**config.mk**
```make
export PLATFORM = sky130hd
export DESIGN_NAME = spi_display_bridge_command_port_top
export DESIGN_NICKNAME = d
export VERILOG_FILES = /design/src/sv/sdb_pkg.sv /design/src/sv/spi_display_bridge_command_port_top.sv
export SDC_FILE = /design/constraint.sdc
export NUM_CORES = 1
export LEC_CHECK = 0
export BUFFER_PORTS_ARGS = -buffer_cell sky130_fd_sc_hd__buf_4
export CORE_ASPECT_RATIO = 0.8
export CORE_UTILIZATION = 35
export DETAILED_ROUTE_END_ITERATION = 8
export HOLD_SLACK_MARGIN = 0.1
export PLACE_DENSITY_LB_ADDON = 0.2
export SLEW_MARGIN = 10
export SYNTH_ARGS = -nofsm -noshare
export SYNTH_HDL_FRONTEND = slang
export SYNTH_SLANG_ARGS = --single-unit
```
**constraint.sdc**
```tcl
create_clock -name clk -period 2.6 [get_ports clk]
set_input_delay 0.52 -clock clk [delete_from_list [all_inputs] [get_ports clk]]
set_output_delay 0.52 -clock clk [all_outputs]
set_load 0.05 [all_outputs]
```
**src/sv/sdb_pkg.sv**
```systemverilog
package sdb_pkg;

	// Word and byte geometry
	localparam int WORD_BITS = 16;
	localparam int BYTE_BITS = 8;

	// Event kinds carried on the command field
	localparam logic [1:0] EV_XFER   = 2'd0;
	localparam logic [1:0] EV_SELECT = 2'd1;
	localparam logic [1:0] EV_RESET  = 2'd2;

	// Command word decode
	localparam logic [WORD_BITS-1:0] OPC_MASK     = 16'hF000;
	localparam logic [WORD_BITS-1:0] OPC_LCD_CMD  = 16'h3000;
	localparam logic [WORD_BITS-1:0] OPC_LCD_DATA = 16'h1000;
	localparam logic [WORD_BITS-1:0] OPC_BYPASS   = 16'hD000;
	localparam logic [WORD_BITS-1:0] OPC_NOP      = 16'h8000;
	localparam logic [WORD_BITS-1:0] OPC_REG_RD   = 16'h4000;
	localparam logic [WORD_BITS-1:0] OPC_REG_WR   = 16'h0000;

	// ID table
	localparam logic [WORD_BITS-1:0] ID_ADDR_0 = 16'h0000;
	localparam logic [WORD_BITS-1:0] ID_ADDR_1 = 16'h0014;
	localparam logic [WORD_BITS-1:0] ID_ADDR_2 = 16'h0202;
	localparam logic [WORD_BITS-1:0] ID_VAL_0  = 16'h706B;
	localparam logic [WORD_BITS-1:0] ID_VAL_1  = 16'h04D1;
	localparam logic [WORD_BITS-1:0] ID_VAL_2  = 16'h0000;

	typedef struct packed {
		logic [1:0]           command;
		logic [BYTE_BITS-1:0] byte_in;
		logic                 sa0_level;
		logic [BYTE_BITS-1:0] lcd_reply;
	} in_t;

	typedef struct packed {
		logic [BYTE_BITS-1:0] byte_out;
		logic                 lcd_valid;
		logic [BYTE_BITS-1:0] lcd_byte;
		logic                 frame_line;
		logic                 stray_data;
	} out_t;

	// Read-back value of the ID registers
	function automatic logic [WORD_BITS-1:0] table_value(input logic [WORD_BITS-1:0] addr);
		logic [WORD_BITS-1:0] v;
		case (addr)
			ID_ADDR_0: v = ID_VAL_0;
			ID_ADDR_1: v = ID_VAL_1;
			ID_ADDR_2: v = ID_VAL_2;
			default:   v = '0;
		endcase
		return v;
	endfunction

endpackage

```
**src/sv/spi_display_bridge_command_port_top.sv**
```systemverilog
// Channel | Direction | Valid     | Stall     | Payload
// in      | to block  | in_valid  | in_stall  | in_data  (sdb_pkg::in_t)
// out     | from block| out_valid | out_stall | out_data (sdb_pkg::out_t)
//
// One transaction a cycle unless out_stall holds; input register, then result register.
// Each event is decoded against the port state in the cycle it leaves the input register.
// arst_n low clears all control state and both valid flags; payloads are not reset.
// A stalled output holds the result register and the input register behind it;
// in_stall rises only when the input register is full and cannot advance.
module spi_display_bridge_command_port_top (
	input  logic          clk,
	input  logic          arst_n,
	input  logic          in_valid,
	output logic          in_stall,
	input  sdb_pkg::in_t  in_data,
	output logic          out_valid,
	input  logic          out_stall,
	output sdb_pkg::out_t out_data
);
	import sdb_pkg::*;

	typedef enum logic [1:0] {STEP_IDLE, STEP_ADDR, STEP_VALUE} step_t;

	logic                 valid_s1;
	in_t                  in_s1;
	logic                 out_valid_q;
	out_t                 out_q;
	logic                 adv;

	// Port state
	logic                 cmd_mode_q, cmd_mode_d;
	logic                 bypass_q, bypass_d;
	logic                 second_q, second_d;
	logic [BYTE_BITS-1:0] req_high_q, req_high_d;
	logic [WORD_BITS-1:0] reply_q, reply_d;
	step_t                step_q, step_d;
	logic                 is_read_q, is_read_d;
	logic [WORD_BITS-1:0] reg_addr_q, reg_addr_d;

	out_t                 res;
	logic [WORD_BITS-1:0] word;

	assign adv       = !out_valid_q || !out_stall;
	assign in_stall  = valid_s1 && !adv;
	assign out_valid = out_valid_q;
	assign out_data  = out_q;

	// Event decode and state update
	always_comb begin
		cmd_mode_d = cmd_mode_q;
		bypass_d   = bypass_q;
		second_d   = second_q;
		req_high_d = req_high_q;
		reply_d    = reply_q;
		step_d     = step_q;
		is_read_d  = is_read_q;
		reg_addr_d = reg_addr_q;
		res        = '0;
		word       = {req_high_q, in_s1.byte_in};
		case (in_s1.command)
			EV_XFER: begin
				if (!cmd_mode_q && bypass_q) begin
					res.byte_out  = in_s1.lcd_reply;
					res.lcd_valid = 1'b1;
					res.lcd_byte  = in_s1.byte_in;
				end else if (!second_q) begin
					res.byte_out = reply_q[WORD_BITS-1 -: BYTE_BITS];
					req_high_d   = in_s1.byte_in;
					second_d     = 1'b1;
				end else begin
					res.byte_out = reply_q[BYTE_BITS-1:0];
					second_d     = 1'b0;
					req_high_d   = '0;
					reply_d      = '0;
					if (cmd_mode_q) begin
						bypass_d = 1'b0;
						if ((word & OPC_MASK) == OPC_LCD_CMD) begin
							res.lcd_valid  = 1'b1;
							res.lcd_byte   = word[11:4];
							res.frame_line = 1'b1;
							reply_d        = {{(WORD_BITS-BYTE_BITS){1'b0}}, in_s1.lcd_reply};
							step_d         = STEP_IDLE;
						end else if ((word & OPC_MASK) == OPC_LCD_DATA) begin
							res.lcd_valid = 1'b1;
							res.lcd_byte  = word[11:4];
							reply_d       = {{(WORD_BITS-BYTE_BITS){1'b0}}, in_s1.lcd_reply};
							step_d        = STEP_IDLE;
						end else if (word == OPC_REG_WR) begin
							is_read_d = 1'b0;
							step_d    = STEP_ADDR;
						end else if (word == OPC_REG_RD) begin
							is_read_d = 1'b1;
							step_d    = STEP_ADDR;
						end else if (word == OPC_BYPASS) begin
							bypass_d = 1'b1;
						end else if (word == OPC_NOP) begin
							step_d = STEP_IDLE;
						end
					end else begin
						case (step_q)
							STEP_IDLE: res.stray_data = 1'b1;
							STEP_ADDR: begin
								reg_addr_d = word;
								step_d     = STEP_VALUE;
							end
							default: begin
								if (is_read_q)
									reply_d = table_value(reg_addr_q);
								step_d = STEP_IDLE;
							end
						endcase
					end
				end
			end
			EV_SELECT: begin
				// Only a real change of level drops the half word
				if (!in_s1.sa0_level != cmd_mode_q) begin
					cmd_mode_d = !in_s1.sa0_level;
					second_d   = 1'b0;
					req_high_d = '0;
					if (!in_s1.sa0_level)
						bypass_d = 1'b0;
				end
			end
			EV_RESET: begin
				step_d     = STEP_IDLE;
				second_d   = 1'b0;
				req_high_d = '0;
				reply_d    = '0;
				bypass_d   = 1'b0;
			end
			default: ;
		endcase
	end

	// Input register
	always_ff @(posedge clk or negedge arst_n) begin
		if (!arst_n) begin
			valid_s1 <= 1'b0;
		end else if (!in_stall) begin
			valid_s1 <= in_valid;
		end
	end

	always_ff @(posedge clk) begin
		if (!in_stall && in_valid) begin
			in_s1 <= in_data;
		end
	end

	// Result register and port state
	always_ff @(posedge clk or negedge arst_n) begin
		if (!arst_n) begin
			out_valid_q <= 1'b0;
			cmd_mode_q  <= 1'b0;
			bypass_q    <= 1'b0;
			second_q    <= 1'b0;
			req_high_q  <= '0;
			reply_q     <= '0;
			step_q      <= STEP_IDLE;
			is_read_q   <= 1'b0;
			reg_addr_q  <= '0;
		end else if (adv) begin
			out_valid_q <= valid_s1;
			if (valid_s1) begin
				cmd_mode_q <= cmd_mode_d;
				bypass_q   <= bypass_d;
				second_q   <= second_d;
				req_high_q <= req_high_d;
				reply_q    <= reply_d;
				step_q     <= step_d;
				is_read_q  <= is_read_d;
				reg_addr_q <= reg_addr_d;
			end
		end
	end

	always_ff @(posedge clk) begin
		if (adv && valid_s1) begin
			out_q <= res;
		end
	end

	// Frame line only ever accompanies a forwarded byte
	a_frame_with_lcd: assert property (@(posedge clk) disable iff (!arst_n)
		out_valid_q |-> (!out_q.frame_line || out_q.lcd_valid))
		else $error("frame_line without lcd_valid");

	// A stray word never forwards anything
	a_stray_excl: assert property (@(posedge clk) disable iff (!arst_n)
		out_valid_q |-> !(out_q.stray_data && out_q.lcd_valid))
		else $error("stray_data together with lcd_valid");

	// Active bypass in data mode never holds a half word
	a_bypass_no_half: assert property (@(posedge clk) disable iff (!arst_n)
		(bypass_q && !cmd_mode_q) |-> !second_q)
		else $error("half word held during bypass");

	// Stalled output keeps the input register from moving on
	a_hold_s1: assert property (@(posedge clk) disable iff (!arst_n)
		(out_valid_q && out_stall && valid_s1) |-> in_stall)
		else $error("input register not held under output stall");

endmodule

```
# After elaboration in Yosys (flattened, before gate mapping)

Cells that the tools add are included.

Register bits: 86
Input bits: 23
Output and inout bits: 21

Eq/ne operators: 18
Multiplexer cells: 50
Bitwise logic cells: 6
Reductions and logical operators: 28

Operator list:

| cell                                             | number |
|---|---|
| two-way mux 16 bit                               | 5 |
| two-way mux 8 bit                                | 6 |
| == test 16 bit (second input constant)           | 2 |
| zero test 16 bit                                 | 2 |
| case mux 16 bit (2 select lines)                 | 1 |
| case mux 15 bit (2 select lines)                 | 1 |
| case mux 8 bit (3 select lines)                  | 1 |
| two-way mux 1 bit                                | 18 |
| two-way mux 2 bit                                | 9 |
| two-way mux 9 bit                                | 2 |
| two-way mux 17 bit                               | 1 |
| == test 16 x 15 -> 1 bit (second input constant) | 1 |
| == test 16 x 5 -> 1 bit (second input constant)  | 1 |
| AND reduction 8 bit                              | 2 |
| != test 7 bit (second input constant)            | 2 |
| two-way mux 11 bit                               | 1 |
| two-way mux 10 bit                               | 1 |
| != test 2 bit (second input constant)            | 5 |
| AND reduction 5 bit                              | 2 |
| AND reduction 9 bit                              | 1 |
| case mux 2 bit (2 select lines)                  | 2 |
| OR reduction 4 bit                               | 2 |
| AND reduction 7 bit                              | 1 |
| zero test 1 bit                                  | 6 |
| other kinds (15)                                 | 27 |

# Depth between registers and ports, before layout

Word-level depth: 11
Depth in mapped cells: 9
Depth with buffers taken out: 7

# Least setup slack after synthesis

OpenSTA, ideal clock, no wires.

Path type: register to register
Start: register out_valid_q (netlist: out_valid)
End: register reg_addr_q[4]
Arrival: 2.394 ns
Data required time: 2.475 ns
Setup slack: 0.082 ns
Stages on the path, launching flop included: 7
Path buffers: 1
Clock period less this slack: 2.518 ns
Cells stage by stage: dfrtp_1 nand2_1 nand2_1 clkinv_1 nand4_1 buf_2 mux2_2

Longest elaborated chain between the ends: 3

RTL lines:

| element                              | RTL line                                   | source |
|---|---|---|
| from (decl)                          | spi_display_bridge_command_port_top.sv:26  | `logic out_valid_q;` |
| from (signal assigned)               | spi_display_bridge_command_port_top.sv:164 | `out_valid_q <= valid_s1;` |
| zero test 1 bit                      | spi_display_bridge_command_port_top.sv:43  | `assign adv = !out_valid_q \|\| !out_stall;` |
| logical OR 1 bit                     | spi_display_bridge_command_port_top.sv:43  |  |
| AND reduction 7 bit (no source line) | -                                          |  |
| to (signal assigned)                 | spi_display_bridge_command_port_top.sv:173 | `reg_addr_q <= reg_addr_d;` |
| to (decl)                            | spi_display_bridge_command_port_top.sv:38  | `logic [WORD_BITS-1:0] reg_addr_q, reg_addr_d;` |

No other way between the ends.
A chain may end at the register's enable or synchronous reset.

# Worst setup path in the final report

Start: register in_s1[14] (netlist bit)
End: register step_q[1]

Longest elaborated chain between the ends: 9

RTL lines:

| element                         | RTL line                                   | source |
|---|---|---|
| from (decl)                     | spi_display_bridge_command_port_top.sv:25  | `in_t in_s1;` |
| from (signal assigned)          | spi_display_bridge_command_port_top.sv:147 | `in_s1 <= in_data;` |
| == test 16 x 15 -> 1 bit        | spi_display_bridge_command_port_top.sv:91  | `end else if (word == OPC_REG_RD) begin` |
| two-way mux 2 bit               | spi_display_bridge_command_port_top.sv:91  |  |
| two-way mux 2 bit               | spi_display_bridge_command_port_top.sv:88  | `end else if (word == OPC_REG_WR) begin` |
| two-way mux 2 bit               | spi_display_bridge_command_port_top.sv:83  | `end else if ((word & OPC_MASK) == OPC_LCD_DATA) begin` |
| two-way mux 2 bit               | spi_display_bridge_command_port_top.sv:77  | `if ((word & OPC_MASK) == OPC_LCD_CMD) begin` |
| two-way mux 2 bit               | spi_display_bridge_command_port_top.sv:75  | `if (cmd_mode_q) begin` |
| two-way mux 2 bit               | spi_display_bridge_command_port_top.sv:66  | `end else if (!second_q) begin` |
| two-way mux 2 bit               | spi_display_bridge_command_port_top.sv:62  | `if (!cmd_mode_q && bypass_q) begin` |
| case mux 2 bit (2 select lines) | spi_display_bridge_command_port_top.sv:60  | `case (in_s1.command)` |
| to (signal assigned)            | spi_display_bridge_command_port_top.sv:171 | `step_q <= step_d;` |
| to (decl)                       | spi_display_bridge_command_port_top.sv:36  | `step_t step_q, step_d;` |

Several ways; a longest one is shown, not always the timed one. The select of a mux whose other input is x is not followed.

==> flow_summary.json <==
{
  "status": "complete, no violations",
  "cts_buffer_depth": 2,
  "synth.most_common_cell": "dfrtp_1",
  "layout_min_cycle_time_ps": 1980,
  "gp_congestion": 0.792,
  "p_leak_nw": 1.77,
  "post-cts-setup-buffer-count": 0,
  "pwr-share-clk_pct": 42.4,
  "critPathMaxFanout": 5,
  "swShare_pct": 25.6,
  "dieArea_mm2": 0.00992,
  "insertion_delay_ps": 330,
  "h-tree-depth": 3,
  "worst-endpoint-required_ps": 2820,
  "syn2layout_area_growth_pct": 23.6,
  "die_h_um": 89.3,
  "finalHoldViolCount": 0,
  "max_freq_ghz": 0.505,
  "die_x_um": 111,
  "drcViolationCount": 0,
  "portBuffers": 43,
  "drv_slew": 0,
  "end_kind": "register",
  "p_total_mw": 3.25,
  "start_util_pct": 36.4,
  "crit_type": "register to register",
  "hold_class": "input port to asynchronous set/reset pin",
  "antenna_found_initial": 0,
  "yosys_most_used_dff": "dfrtp_1",
  "grt_use_total_pct": 15.7,
  "synth_top_area_share_pct": 34.2,
  "layout.nets": 334,
  "boundaryPins": 44,
  "combPwrFrac_pct": 11.8,
  "post-dp-hpwl_mm": 4.92,
  "via_per_inst": 5.10,
  "clock-root-buffer": "clkbuf_16",
  "synth_area_leaders": "edfxtp_1 34%, dfrtp_1 32%, mux2_2 3.7%, o21ai_0 3.0%, a221o_1 2.4%",
  "crit_path_cell_trace": "nor4_1 -> nand4_1 -> nand3b_1 -> a221o_1 -> mux2_2",
  "cts-resized-gates": 0,
  "drv_cap": 0,
  "tritoncts": "done",
  "rows": 31,
  "skew_ps": 5.74,
  "clk_pin_slew_ps": 60,
  "yosysSeqAreaShare_pct": 65.8,
  "cts_buffers": 9,
  "max_stage_delay_ps": 470,
  "tns_ps": 0,
  "setup_violations": 0,
  "worstPathArrival_ps": 2200,
  "slew_headroom_pct": 57.5,
  "vias": 2179,
  "grt_max_degree": 43,
  "holdWs_ps": 171,
  "slowest_stage": "edfxtp_1",
  "synth_edf_count": 38,
  "postRouteAntennaNets": 0,
  "yosysTopAreaCell": "edfxtp_1",
  "wl_mm": 7.07,
  "timing.final.crit_share_pct": 76.1,
  "peakVddDrop_mv": 0.329,
  "start_kind": "register",
  "drive_gt1_share_pct": 27.6,
  "cts-hold-fix-buffers": 0,
  "syn_nets": 283,
  "synthCells": 256,
  "clock-sinks": 80,
  "synth_cell_type_count": 43,
  "drt_iter0_markers": 103,
  "overflow": 0,
  "wl_per_cell_um": 16.5,
  "grt_pass1_vias": 2130,
  "p_sw_mw": 0.830,
  "rsz0062_at_grt": "false",
  "yosysWarningCount": 0,
  "detail_route.first_pass.iterations": 4,
  "n_antenna_cell": 0,
  "powerDensity_mw_per_mm2": 788,
  "ys_top_cells_by_count": "42 x dfrtp_1, 38 x edfxtp_1, 21 x nand2_1",
  "syn_area_mm2": 0.00333,
  "pwr-share-seq_pct": 45.9,
  "async_flop_share_pct": 52.5,
  "p_int_mw": 2.42,
  "syn_avg_cell_area_um2": 13.0,
  "worstMarginPinSlew_ps": 634,
  "synth-seq-cells": 80,
  "grt_first_pass_wirelength_mm": 11.5,
  "core_mm2": 0.00915
}
-- per-layer routing --
layer  GRT usage [%]  vias up  share of wire [%]
met5               0        -                  0
met4            4.42        0                1.2
met3            5.02        8                3.6
met2            23.2       47                 44
met1            22.3     1071                 51
li1                -     1053                  -
-- final timing paths --
check                                       to  cells after the start      startpoint  slack (ps)
max in group asynchronous        reg_addr_q[2]                      1          arst_n        2050
worst max-delay path                 step_q[1]                      5       in_s1[14]         620
worst max register to register       step_q[1]                      5       in_s1[14]         620
min in group clk                      in_s1[8]                      1      in_data[8]         360
worst min-delay path                 step_q[1]                      1          arst_n         170
worst min register to register  reg_addr_q[11]                      2  reg_addr_q[11]         480
-- sequential cells by signal, summed over array words and instances, names as in the netlist --
register,cells
step_q,2
req_high_q,8
is_read_q,1
in_s1,19
valid_s1,1
bypass_q,1
out_data,19
out_valid,1
cmd_mode_q,1
reg_addr_q,16
second_q,1
reply_q,10
-- cells in the final DEF, fill, tap and decap left out, drive strengths merged, types with 2 or more instances in the layout --
| cell type | synthesis | routed |
|---|---|---|
| buf | 6 | 50 |
| dfrtp | 42 | 42 |
| edfxtp | 38 | 38 |
| nand2 | 22 | 22 |
| o21ai | 22 | 22 |
| inv | 14 | 15 |
| nand3 | 13 | 13 |
| mux2 | 11 | 11 |
| nor2 | 10 | 10 |
| clkbuf | 4 | 10 |
| a22o | 9 | 9 |
| a221o | 8 | 8 |
| a21oi | 7 | 7 |
| nand4 | 6 | 6 |
| nor4 | 6 | 6 |
| a21boi | 4 | 4 |
| ha | 4 | 4 |
| nor3 | 4 | 4 |
| clkinv | 1 | 4 |
| a21o | 3 | 3 |
| and2 | 3 | 3 |
| or2 | 2 | 2 |
| nor4b | 2 | 2 |
| and3 | 2 | 2 |
| nand2b | 2 | 2 |
| bufinv | 0 | 2 |
-- power groups by stage --
stage | Clock [mW] | Sequential (mW) | Combinational, mW
2_1_floorplan | 0 | 1.56 | 0.185
3_3_place_gp | 0 | 1.51 | 0.378
3_5_place_dp | 0 | 1.51 | 0.384
4_1_cts | 1.40 | 1.49 | 0.385
5_1_grt | 1.46 | 1.50 | 0.418
6_report | 1.38 | 1.49 | 0.382
-- area by class of cell --
cell class | instances | area, um^2
clock inverters | 6 | 91.3
flip-flops and latches | 80 | 2190
inverters | 15 | 56.3
well taps | 115 | 144
fillers | 860 | 5030
multi-input cells | 151 | 1020
repair buffers | 50 | 375
clock buffers | 10 | 239
-- worst max-delay path: cells and delay by family (launching register included) --
kind               cells  cell delay [ps]
and+or+nand+nor        3              790
DFF                    1              470
AOI/OAI and AO/OA      1              320
muxes                  1              280
-- through the flow --
step | instances | worst slack [ps] | util (%) | cell area (um^2)
floorplan | 256 | 81.6 | - | 3330
global placement | 411 | 558 | 41.4 | 3790
detailed placement | 411 | 530 | 41.4 | 3790
CTS | 427 | 623 | 45.0 | 4120
global route | 427 | 421 | 45.0 | 4120
finish | 427 | 622 | 45.0 | 4120
-- logic make-up after synthesis --
group / share of synthesized area [%]
muxes: 4.02
DFF: 65.8
AOI/OAI and AO/OA: 13.0
xor gates and xnor gates: 0.263
and+or+nand+nor: 11.9
adders and majority gates: 1.50
buffers and inverters: 3.60
Power figures use the tool's default switching activity.
